File: config.mk
export PLATFORM = sky130hd
export DESIGN_NAME = color_bar_test_pattern_pixel
export DESIGN_NICKNAME = d
export VERILOG_FILES = /design/src/rtl/cbtp_pkg.sv /design/src/rtl/cbtp_cfg.sv /design/src/rtl/cbtp_mod_stage.sv /design/src/rtl/cbtp_color.sv /design/src/rtl/color_bar_test_pattern_pixel.sv
export SDC_FILE = /design/constraint.sdc
export NUM_CORES = 2
export LEC_CHECK = 0
export BUFFER_PORTS_ARGS = -buffer_cell sky130_fd_sc_hd__buf_4
export CORE_UTILIZATION = 50
export DETAILED_ROUTE_END_ITERATION = 8
export GPL_ROUTABILITY_DRIVEN = 0
export PLACE_DENSITY = 0.64
export SETUP_SLACK_MARGIN = 0.15
export SLEW_MARGIN = 10
export SYNTH_ARGS = -nofsm -noshare
export SYNTH_HDL_FRONTEND = slang
export SYNTH_SLANG_ARGS = --single-unit
export TNS_END_PERCENT = 5
File: constraint.sdc
create_clock -name clk -period 33.7 [get_ports clk]
set_input_delay 0 -clock clk [delete_from_list [all_inputs] [get_ports clk]]
set_output_delay 0 -clock clk [all_outputs]
set_load 0.005 [all_outputs]
File: src/rtl/cbtp_pkg.sv
// ----------------------------------------------------------------------------
// cbtp_pkg - shared types and constants of the color bar pattern generator
// Register indexes, default widths, bar color table and cursor colors.
// ----------------------------------------------------------------------------
package cbtp_pkg;

  // default widths handed to the top level parameters
  localparam int DEF_COORD_BITS       = 12;
  localparam int DEF_FRAME_COUNT_BITS = 32;

  // frame-number remainder: bits of the count consumed per pipeline stage
  localparam int MOD_STEP_BITS  = 4;
  // ramp divider: quotient bits resolved per pipeline stage
  localparam int GRAY_BITS      = 8;
  localparam int RAMP_STEP_BITS = 4;
  localparam int RAMP_STAGES    = GRAY_BITS / RAMP_STEP_BITS;

  // bars and pixel layout
  localparam int BAR_COUNT    = 8;
  localparam int BAR_IDX_BITS = 3;
  localparam int PIXEL_BITS   = 3 * GRAY_BITS;

  // cursor moves four columns per frame; half widths of the cursor
  localparam int CURSOR_STEP_SHIFT = 2;
  localparam int BAR_CURSOR_HALF   = 2;
  localparam int RAMP_CURSOR_HALF  = 3;

  // configuration port
  localparam int CFG_INDEX_BITS     = 2;
  localparam int RESET_FRAME_WIDTH  = 640;
  localparam int RESET_FRAME_HEIGHT = 360;

  typedef enum logic [CFG_INDEX_BITS-1:0] {
    REG_FRAME_WIDTH  = 2'd0,
    REG_FRAME_HEIGHT = 2'd1,
    REG_BYTE_ORDER   = 2'd2
  } cfg_reg_t;

  typedef enum logic {
    ORDER_RGB = 1'b0,
    ORDER_BGR = 1'b1
  } byte_order_t;

  typedef logic [GRAY_BITS-1:0] byte_t;

  typedef struct packed {
    byte_t r;
    byte_t g;
    byte_t b;
  } rgb_t;

  localparam rgb_t CURSOR_BAR_COLOR  = '{r: 8'd255, g: 8'd255, b: 8'd255};
  localparam rgb_t CURSOR_RAMP_COLOR = '{r: 8'd255, g: 8'd0,   b: 8'd0};

  // SMPTE bar order: white, yellow, cyan, green, magenta, red, blue, black
  function automatic rgb_t bar_color(input logic [BAR_IDX_BITS-1:0] idx);
    rgb_t c;
    case (idx)
      3'd0:    c = '{r: 8'd235, g: 8'd235, b: 8'd235};
      3'd1:    c = '{r: 8'd219, g: 8'd219, b: 8'd16};
      3'd2:    c = '{r: 8'd16,  g: 8'd219, b: 8'd219};
      3'd3:    c = '{r: 8'd16,  g: 8'd219, b: 8'd16};
      3'd4:    c = '{r: 8'd219, g: 8'd16,  b: 8'd219};
      3'd5:    c = '{r: 8'd219, g: 8'd16,  b: 8'd16};
      3'd6:    c = '{r: 8'd16,  g: 8'd16,  b: 8'd219};
      default: c = '{r: 8'd16,  g: 8'd16,  b: 8'd16};
    endcase
    return c;
  endfunction

endpackage

File: src/rtl/cbtp_cfg.sv
// ----------------------------------------------------------------------------
// cbtp_cfg - configuration registers
// Holds width, height and byte order, and registers the values derived from
// them: effective width, bar edge columns and the first ramp line.
// ----------------------------------------------------------------------------
module cbtp_cfg import cbtp_pkg::*; #(
  parameter int COORD_BITS = DEF_COORD_BITS
) (
  input  logic                                  clk,
  input  logic                                  rst,
  input  logic                                  wr_en,
  input  logic [CFG_INDEX_BITS-1:0]             wr_index,
  input  logic [COORD_BITS-1:0]                 wr_data,
  output logic [COORD_BITS-1:0]                 w_eff,
  output logic [BAR_COUNT-2:0][COORD_BITS-1:0]  bar_edge,
  output logic [COORD_BITS-1:0]                 top_line,
  output logic                                  byte_order
);

  logic [COORD_BITS-1:0]                frame_width;
  logic [COORD_BITS-1:0]                frame_height;
  logic [COORD_BITS-1:0]                w_next;
  logic [COORD_BITS-1:0]                bar_w;
  logic [BAR_COUNT-2:0][COORD_BITS-1:0] bar_edge_next;
  logic [COORD_BITS+1:0]                h_times3;
  logic [COORD_BITS-1:0]                top_next;

  // register writes
  always_ff @(posedge clk) begin
    if (rst) begin
      frame_width  <= COORD_BITS'(RESET_FRAME_WIDTH);
      frame_height <= COORD_BITS'(RESET_FRAME_HEIGHT);
      byte_order   <= ORDER_RGB;
    end else if (wr_en) begin
      case (cfg_reg_t'(wr_index))
        REG_FRAME_WIDTH:  frame_width  <= wr_data;
        REG_FRAME_HEIGHT: frame_height <= wr_data;
        REG_BYTE_ORDER:   byte_order   <= wr_data[0];
        default: ;
      endcase
    end
  end

  // derived values: zero width acts as one, narrow bars are one column wide
  always_comb begin
    w_next = (frame_width == '0) ? COORD_BITS'(1) : frame_width;
    bar_w  = w_next >> 3;
    if (bar_w == '0) begin
      bar_w = COORD_BITS'(1);
    end
    // edge k sits at (k+1) bar widths; below the width once the width is eight or more
    for (int k = 0; k < BAR_COUNT - 1; k++) begin
      bar_edge_next[k] = COORD_BITS'(bar_w * (k + 1));
    end
    h_times3 = {2'b00, frame_height} + {1'b0, frame_height, 1'b0};
    top_next = h_times3[COORD_BITS+1:2];
  end

  // derived values are registered again behind the configuration registers
  always_ff @(posedge clk) begin
    w_eff    <= w_next;
    bar_edge <= bar_edge_next;
    top_line <= top_next;
  end

endmodule

File: src/rtl/cbtp_mod_stage.sv
// ----------------------------------------------------------------------------
// cbtp_mod_stage - one stage of the remainder and ramp divider pipeline
// Folds MOD_STEP_BITS bits of the frame count into the running remainder
// modulo the width; the first stages also resolve ramp quotient bits.
// ----------------------------------------------------------------------------
module cbtp_mod_stage import cbtp_pkg::*; #(
  parameter int COORD_BITS     = DEF_COORD_BITS,
  parameter int FRAME_PAD_BITS = DEF_FRAME_COUNT_BITS,
  parameter int STAGE          = 0
) (
  input  logic                           clk,
  input  logic                           en,
  input  logic [COORD_BITS-1:0]          w,
  input  logic [COORD_BITS-1:0]          x_in,
  input  logic [COORD_BITS-1:0]          y_in,
  input  logic [FRAME_PAD_BITS-1:0]      frame_in,
  input  logic [COORD_BITS-1:0]          rem_in,
  input  logic [COORD_BITS+GRAY_BITS-1:0] num_in,
  input  logic [GRAY_BITS-1:0]           gray_in,
  input  logic                           sat_in,
  output logic [COORD_BITS-1:0]          x_q,
  output logic [COORD_BITS-1:0]          y_q,
  output logic [FRAME_PAD_BITS-1:0]      frame_q,
  output logic [COORD_BITS-1:0]          rem_q,
  output logic [COORD_BITS+GRAY_BITS-1:0] num_q,
  output logic [GRAY_BITS-1:0]           gray_q,
  output logic                           sat_q
);

  localparam int NUM_BITS = COORD_BITS + GRAY_BITS;
  localparam int TOP_BIT  = FRAME_PAD_BITS - 1 - MOD_STEP_BITS * STAGE;

  logic [COORD_BITS:0]    r;
  logic [COORD_BITS-1:0]  rem_next;
  logic [NUM_BITS-1:0]    num_next;
  logic [GRAY_BITS-1:0]   gray_next;
  logic                   sat_next;

  // restoring remainder, most significant frame bits first
  always_comb begin
    r = {1'b0, rem_in};
    for (int j = 0; j < MOD_STEP_BITS; j++) begin
      r = {r[COORD_BITS-1:0], frame_in[TOP_BIT-j]};
      if (r >= {1'b0, w}) begin
        r = r - {1'b0, w};
      end
    end
    rem_next = r[COORD_BITS-1:0];
  end

  // ramp quotient bits, x*255 / w, in the first stages only
  if (STAGE < RAMP_STAGES) begin : g_ramp
    logic [NUM_BITS-1:0] d;
    always_comb begin
      num_next  = num_in;
      gray_next = gray_in;
      d         = '0;
      for (int j = 0; j < RAMP_STEP_BITS; j++) begin
        d = NUM_BITS'(w) << (GRAY_BITS - 1 - RAMP_STEP_BITS * STAGE - j);
        if (num_next >= d) begin
          num_next = num_next - d;
          gray_next[GRAY_BITS-1-RAMP_STEP_BITS*STAGE-j] = 1'b1;
        end
      end
      // column at or past the width saturates the ramp
      sat_next = (STAGE == 0) ? (x_in >= w) : sat_in;
    end
  end else begin : g_pass
    always_comb begin
      num_next  = num_in;
      gray_next = gray_in;
      sat_next  = sat_in;
    end
  end

  // stage register
  always_ff @(posedge clk) begin
    if (en) begin
      x_q     <= x_in;
      y_q     <= y_in;
      frame_q <= frame_in;
      rem_q   <= rem_next;
      num_q   <= num_next;
      gray_q  <= gray_next;
      sat_q   <= sat_next;
    end
  end

endmodule

File: src/rtl/cbtp_color.sv
// ----------------------------------------------------------------------------
// cbtp_color - cursor, bar select and pixel output stages
// Stage A reduces the cursor column and picks bar and ramp level; stage B
// applies the cursor overlay and byte order into the output register.
// ----------------------------------------------------------------------------
module cbtp_color import cbtp_pkg::*; #(
  parameter int COORD_BITS = DEF_COORD_BITS
) (
  input  logic                                  clk,
  input  logic                                  en_a,
  input  logic                                  en_b,
  input  logic [COORD_BITS-1:0]                 w,
  input  logic [BAR_COUNT-2:0][COORD_BITS-1:0]  bar_edge,
  input  logic [COORD_BITS-1:0]                 top_line,
  input  logic                                  byte_order,
  input  logic [COORD_BITS-1:0]                 x,
  input  logic [COORD_BITS-1:0]                 y,
  input  logic [COORD_BITS-1:0]                 rem,
  input  logic [GRAY_BITS-1:0]                  gray,
  input  logic                                  sat,
  output logic [PIXEL_BITS-1:0]                 pixel
);

  localparam int T_BITS = COORD_BITS + CURSOR_STEP_SHIFT;

  logic [T_BITS-1:0]        t;
  logic [COORD_BITS-1:0]    cursor_next;
  logic [BAR_IDX_BITS-1:0]  idx_next;
  logic [COORD_BITS-1:0]    a_x;
  logic [COORD_BITS-1:0]    a_cursor;
  logic [BAR_IDX_BITS-1:0]  a_idx;
  logic                     a_top;
  logic [GRAY_BITS-1:0]     a_level;
  logic [COORD_BITS-1:0]    cur_gap;
  rgb_t                     px;
  logic [PIXEL_BITS-1:0]    pixel_next;

  // stage A: cursor = (4 * (frame mod w)) mod w, bar index by edge count
  always_comb begin
    t = {rem, {CURSOR_STEP_SHIFT{1'b0}}};
    if (t >= {1'b0, w, 1'b0}) begin
      t = t - {1'b0, w, 1'b0};
    end
    if (t >= T_BITS'(w)) begin
      t = t - T_BITS'(w);
    end
    cursor_next = t[COORD_BITS-1:0];
    idx_next = '0;
    for (int k = 0; k < BAR_COUNT - 1; k++) begin
      idx_next = idx_next + BAR_IDX_BITS'(x >= bar_edge[k]);
    end
  end

  always_ff @(posedge clk) begin
    if (en_a) begin
      a_x      <= x;
      a_cursor <= cursor_next;
      a_idx    <= idx_next;
      a_top    <= (y < top_line);
      a_level  <= sat ? {GRAY_BITS{1'b1}} : gray;
    end
  end

  // stage B: cursor overlay and byte order
  always_comb begin
    cur_gap = (a_x >= a_cursor) ? (a_x - a_cursor) : (a_cursor - a_x);
    if (a_top) begin
      px = bar_color(a_idx);
      if (cur_gap <= COORD_BITS'(BAR_CURSOR_HALF)) begin
        px = CURSOR_BAR_COLOR;
      end
    end else begin
      px = '{r: a_level, g: a_level, b: a_level};
      if (cur_gap <= COORD_BITS'(RAMP_CURSOR_HALF)) begin
        px = CURSOR_RAMP_COLOR;
      end
    end
    if (byte_order == ORDER_BGR) begin
      pixel_next = {px.r, px.g, px.b};
    end else begin
      pixel_next = {px.b, px.g, px.r};
    end
  end

  always_ff @(posedge clk) begin
    if (en_b) begin
      pixel <= pixel_next;
    end
  end

endmodule

File: src/rtl/color_bar_test_pattern_pixel.sv
// ----------------------------------------------------------------------------
// color_bar_test_pattern_pixel - animated SMPTE color bar pixel generator
// Pipeline: an input capture stage, then the frame-count remainder chain that
//   folds 4 bits of the count per stage, then color stages A and B.
// Throughput: one pixel per cycle while m_tready is high; each stage stalls only when full.
// Reset (rst, synchronous): clears all valid bits, width 640, height 360, RGB.
// ----------------------------------------------------------------------------
module color_bar_test_pattern_pixel import cbtp_pkg::*; #(
  parameter  int COORD_BITS       = DEF_COORD_BITS,
  parameter  int FRAME_COUNT_BITS = DEF_FRAME_COUNT_BITS,
  localparam int IN_BITS = ((2 * COORD_BITS + FRAME_COUNT_BITS + 7) / 8) * 8
) (
  input  logic                      clk,
  input  logic                      rst,
  // input pixel request
  input  logic                      s_tvalid,
  output logic                      s_tready,
  input  logic [IN_BITS-1:0]        s_tdata,   // pixel_x, pixel_y, frame_number
  // output pixel
  output logic                      m_tvalid,
  input  logic                      m_tready,
  output logic [PIXEL_BITS-1:0]     m_tdata,   // first_byte, second_byte, third_byte
  // configuration writes
  input  logic                      wr_en,
  input  logic [CFG_INDEX_BITS-1:0] wr_index,
  input  logic [COORD_BITS-1:0]     wr_data
);

  localparam int MOD_STAGES = (FRAME_COUNT_BITS + MOD_STEP_BITS - 1) / MOD_STEP_BITS;
  localparam int FRAME_PAD_BITS = MOD_STAGES * MOD_STEP_BITS;
  localparam int NUM_BITS   = COORD_BITS + GRAY_BITS;
  localparam int STAGES     = MOD_STAGES + 3;
  localparam int STG_A      = MOD_STAGES + 1;
  localparam int STG_B      = MOD_STAGES + 2;

  logic [COORD_BITS-1:0]                w_eff;
  logic [BAR_COUNT-2:0][COORD_BITS-1:0] bar_edge;
  logic [COORD_BITS-1:0]                top_line;
  logic                                 byte_order;

  logic [STAGES-1:0]  vld;
  logic [STAGES-1:0]  vld_in;
  logic [STAGES:0]    rdy;

  logic [COORD_BITS-1:0]     x_s     [0:MOD_STAGES];
  logic [COORD_BITS-1:0]     y_s     [0:MOD_STAGES];
  logic [FRAME_PAD_BITS-1:0] frame_s [0:MOD_STAGES];
  logic [COORD_BITS-1:0]     rem_s   [0:MOD_STAGES];
  logic [NUM_BITS-1:0]       num_s   [0:MOD_STAGES];
  logic [GRAY_BITS-1:0]      gray_s  [0:MOD_STAGES];
  logic                      sat_s   [0:MOD_STAGES];

  logic [COORD_BITS-1:0]     in_x;

  // configuration
  cbtp_cfg #(.COORD_BITS(COORD_BITS)) u_cfg (
    .clk        (clk),
    .rst        (rst),
    .wr_en      (wr_en),
    .wr_index   (wr_index),
    .wr_data    (wr_data),
    .w_eff      (w_eff),
    .bar_edge   (bar_edge),
    .top_line   (top_line),
    .byte_order (byte_order)
  );

  // stall chain: a stage loads when empty or when its content moves on
  assign rdy[STAGES] = m_tready;
  for (genvar k = 0; k < STAGES; k++) begin : g_rdy
    assign rdy[k] = !vld[k] || rdy[k+1];
  end

  assign vld_in = {vld[STAGES-2:0], s_tvalid};

  always_ff @(posedge clk) begin
    if (rst) begin
      vld <= '0;
    end else begin
      for (int k = 0; k < STAGES; k++) begin
        if (rdy[k]) begin
          vld[k] <= vld_in[k];
        end
      end
    end
  end

  assign s_tready = rdy[0];
  assign m_tvalid = vld[STAGES-1];

  // stage 0: capture the transfer, ramp numerator x*255
  assign in_x = s_tdata[COORD_BITS-1:0];

  always_ff @(posedge clk) begin
    if (rdy[0]) begin
      x_s[0]     <= in_x;
      y_s[0]     <= s_tdata[2*COORD_BITS-1:COORD_BITS];
      frame_s[0] <= FRAME_PAD_BITS'(s_tdata[2*COORD_BITS+FRAME_COUNT_BITS-1:2*COORD_BITS]);
      rem_s[0]   <= '0;
      num_s[0]   <= {in_x, {GRAY_BITS{1'b0}}} - NUM_BITS'(in_x);
      gray_s[0]  <= '0;
      sat_s[0]   <= 1'b0;
    end
  end

  // remainder and ramp divider stages
  for (genvar j = 0; j < MOD_STAGES; j++) begin : g_mod
    cbtp_mod_stage #(
      .COORD_BITS     (COORD_BITS),
      .FRAME_PAD_BITS (FRAME_PAD_BITS),
      .STAGE          (j)
    ) u_stage (
      .clk      (clk),
      .en       (rdy[j+1]),
      .w        (w_eff),
      .x_in     (x_s[j]),
      .y_in     (y_s[j]),
      .frame_in (frame_s[j]),
      .rem_in   (rem_s[j]),
      .num_in   (num_s[j]),
      .gray_in  (gray_s[j]),
      .sat_in   (sat_s[j]),
      .x_q      (x_s[j+1]),
      .y_q      (y_s[j+1]),
      .frame_q  (frame_s[j+1]),
      .rem_q    (rem_s[j+1]),
      .num_q    (num_s[j+1]),
      .gray_q   (gray_s[j+1]),
      .sat_q    (sat_s[j+1])
    );
  end

  // cursor, bar select and output register
  cbtp_color #(.COORD_BITS(COORD_BITS)) u_color (
    .clk        (clk),
    .en_a       (rdy[STG_A]),
    .en_b       (rdy[STG_B]),
    .w          (w_eff),
    .bar_edge   (bar_edge),
    .top_line   (top_line),
    .byte_order (byte_order),
    .x          (x_s[MOD_STAGES]),
    .y          (y_s[MOD_STAGES]),
    .rem        (rem_s[MOD_STAGES]),
    .gray       (gray_s[MOD_STAGES]),
    .sat        (sat_s[MOD_STAGES]),
    .pixel      (m_tdata)
  );

  // assertions
  a_full_stall: assert property (@(posedge clk) disable iff (rst)
    ((&vld) && !m_tready) |-> !s_tready)
    else $error("input accepted while pipeline full and stalled");

  a_empty_out: assert property (@(posedge clk) disable iff (rst)
    !m_tvalid |-> s_tready)
    else $error("input blocked with empty output stage");

  a_rem_range: assert property (@(posedge clk) disable iff (rst)
    vld[MOD_STAGES] |-> (rem_s[MOD_STAGES] < w_eff))
    else $error("frame remainder not below width");

endmodule
==> results.md <==
* Flops & latches, synth at 720
* H-tree lvl count at 3
* Drt pass-1 iters at 6
* IO buf count at 100
* First-pass GRT wire length at about 210000 um
* CP dominant cell by count: a21oi_1
* Vias per Instance at a little under 6
* Synth Area per Inst at 10.2 um2
* CTS tree: built
* Reg2reg start: u_cfg.w_eff[4]$_DFF_P_
* Worst hold stages at 2
* Fin. Hold Viols at 0
* Worst setup margin at around 21 ns
* EDFF count, synth at 622
* Vias in the first global route at roughly 39000
* Final WL at approximately 130000 um
* Post-route DRC at 0
* Final nets at 6374
* Worst Tran Pin Value at roughly 1.2 ns
* Final Cycle Share at approximately 37%
* Global Route Usage Sum at between 20% and 30%
* Post-synthesis cell count at about 5400
* Average wire per standard cell at between 15 and 20 um
* CP max stage delay at ~0.68 ns
* MaxCap Viol Count at 0
* Die W at approximately 330 um
* Hold Path Sink: frame_s[280]$_DFFE_PP_
* Non-Filler Instances at approximately 7100
* Clk Latency, worst-skew pair at 0.65 ns
* CTS Buffer Depth at 3
* Post-CTS setup buffers at 0
* CP max FO at 20
* Largest net degree at the start of global routing at slightly below 60
* Antenna violations before repair at 2
* Setup repair after global routing missed its margin: false
* Routed vias at approximately 40000
* R2R cell count at 47
* Io pins at a little over 100
* N_diodes at 0
* Ys async rst share at 0%
* Post-CTS Resized at 0
* Die height at about 330 um
* Placeable Area at approximately 0.11 mm2
* Hold_sp: s_tdata[48]
* Yosys Warn Count at 0
* Grt ovf at 0
* Sequential cell area fraction in the yosys report at ~38%
* Relative slew slack at between 20% and 30%
* Clock skew at 0.0284 ns
* Setup TNS Final at 0 ns
* Final ANT Viol Nets at 0
* Initial core utilization at 50.7%
* Cell count after placement at slightly below 7000
* Final min period at around 13 ns
* Die Area at ~0.11 mm2
* Share of the core filled with cells at between 50% and 60%
* Std-Cell Rows at 120
* R2r setup slk at ~21 ns
* # clock sinks at around 700
* Worst min path class: primary input to flip-flop
* Critical path class: flip-flop to flip-flop
* DP HPWL at ~95000 um
* Fmax at between 70 and 80 MHz
* Initial DRC Count at between 2000 and 3000
* Most frequent cells in the layout: 654 x ha_1, 622 x edfxtp_1, 408 x inv_1, 360 x a21oi_1, 341 x nand2_1
* CTS buffer count at 80
* Required time of the critical path at 34.17 ns
* Status: finished clean
* Final setup fails at 0
* Reg-to-Reg End: g_mod[5].u_stage.rem_q[4]$_DFFE_PP_
* Slowest-stage cell, CP: a2111oi_0
* Worst-path clk slew at about 0.070 ns
* Final max-slew violation count at 0
* CTS Root Cell: clkbuf_16
* Dpl ws at about 21 ns
* Synth Flop Type: edfxtp_1
* CP Launch Type: flip-flop
* Commonest non-fill, non-tap cell in the layout: ha_1
* Worst EP arrival at between 10 and 15 ns
* Mapped Area at 0.0545 mm2
* Post-synth net total at between 6000 and 7000
* Synth unique cells at around 110
* Crit. End Element: flip-flop
* Area Growth Syn to Fin at 11.1%
* Share of post-route cells with drive strength above 1 at a little under an eighth
-- Yosys cell counts, drive strengths merged, types with 23 or more instances --
cell type	n	share of area (%)
nor4	26	0.34
and2	32	0.37
xnor2	235	3.8
dfxtp	98	3.6
xor2	116	1.9
a21boi	64	0.88
o211ai	25	0.34
buf	23	0.25
nand2	344	2.4
ha	654	15
a211oi	61	0.85
inv	423	2.9
fa	56	2.1
mux2i	64	1.2
a21o	172	2.4
mux2	266	5.5
o21bai	68	0.96
o21a	67	0.92
nand2b	59	0.68
clkbuf	82	0.56
edfxtp	622	34
o31ai	41	0.57
or3	36	0.41
or2	48	0.55
nand3	89	0.82
and3	34	0.39
a21oi	363	3.4
nor2b	94	1.1
nor3	98	0.91
nand4	92	1.1
nor2	316	2.2
o21ai	315	2.9
-- cells by family after synthesis --
group / count (synthesis) / share of synthesized area (%)
muxes: 330 / 6.70
xor gates and xnor gates: 351 / 5.65
AOI/OAI and AO/OA: 1410 / 17.0
DFF: 720 / 37.8
and+or+nand+nor: 1320 / 12.0
buffers and inverters: 528 / 3.73
adders and majority gates: 710 / 17.1
-- worst max-delay path: cells and delay by family, from the launching register on --
kind	cells	cell delay (ns)
mux	1	0.37
simple gates	8	1.60
compound gates	30	7.35
buf+inv	4	1.35
fa+ha+maj	4	1.33
flops	1	0.32
-- worst max-delay path by stage --
| stage | from | to | slack (ns) |
|---|---|---|---|
| after global placement | u_cfg.w_eff[4]$_DFF_P_ | g_mod[5].u_stage.rem_q[8]$_DFFE_PP_ | 21.75 |
| final | u_cfg.w_eff[4]$_DFF_P_ | g_mod[5].u_stage.rem_q[4]$_DFFE_PP_ | 21.19 |
| after floorplan | u_cfg.w_eff[1]$_SDFF_PP0_ | g_mod[6].u_stage.rem_q[10]$_DFFE_PP_ | 20.77 |
| after detailed placement | u_cfg.w_eff[4]$_DFF_P_ | g_mod[5].u_stage.rem_q[4]$_DFFE_PP_ | 21.50 |
| after CTS | u_cfg.w_eff[4]$_DFF_P_ | g_mod[5].u_stage.rem_q[4]$_DFFE_PP_ | 21.43 |
| after global routing | u_cfg.w_eff[4]$_DFF_P_ | g_mod[5].u_stage.rem_q[4]$_DFFE_PP_ | 20.23 |
-- layout make-up --
| type | instances | area (um2) |
|---|---|---|
| Sequential cell | 720 | 20600 |
| Clock inverter | 42 | 413 |
| Timing Repair Buffer | 243 | 2070 |
| Clock buffer | 102 | 2210 |
| Multi-Input combinational cell | 4121 | 31900 |
| Fill cell | 9274 | 47000 |
| Tap cell | 1403 | 1760 |
| Inverter | 423 | 1590 |
-- metrics by stage --
stage	instance area [um2]	hold WS, ns
6_report	60600	0.0562
5_1_grt	60600	0.0294
4_1_cts	60600	0.0103
3_5_place_dp	57100	0.179
3_3_place_gp	57100	0.178
2_1_floorplan	54500	0.0989
-- routing by layer --
layer | wire [um] | share of wire (%) | global-route usage (%)
met5 | 0 | 0 | 0
met4 | 2990 | 2.3 | 5.81
met3 | 5220 | 4.0 | 2.50
met2 | 59200 | 45 | 38.1
met1 | 63100 | 48 | 32.9
-- flip-flops by register name, indices dropped and copies added (netlist names), 19 cells and up --
register / flops
g_mod.u_stage.frame_q: 112
num_s: 19
g_mod.u_stage.y_q: 96
u_cfg.bar_edge: 38
g_mod.u_stage.gray_q: 60
u_color.pixel: 24
g_mod.u_stage.x_q: 95
frame_s: 32
g_mod.u_stage.rem_q: 96
g_mod.u_stage.num_q: 20
-- repair_timing --
item                                   CTS  global route
hold buffers                            87             0
setup endpoints to repair                0             0
endpoints found under the hold margin  111             0
Power is left out: the tool's default activity adds up to more than one toggle a clock period on the data nets, which glitch-free logic cannot reach.
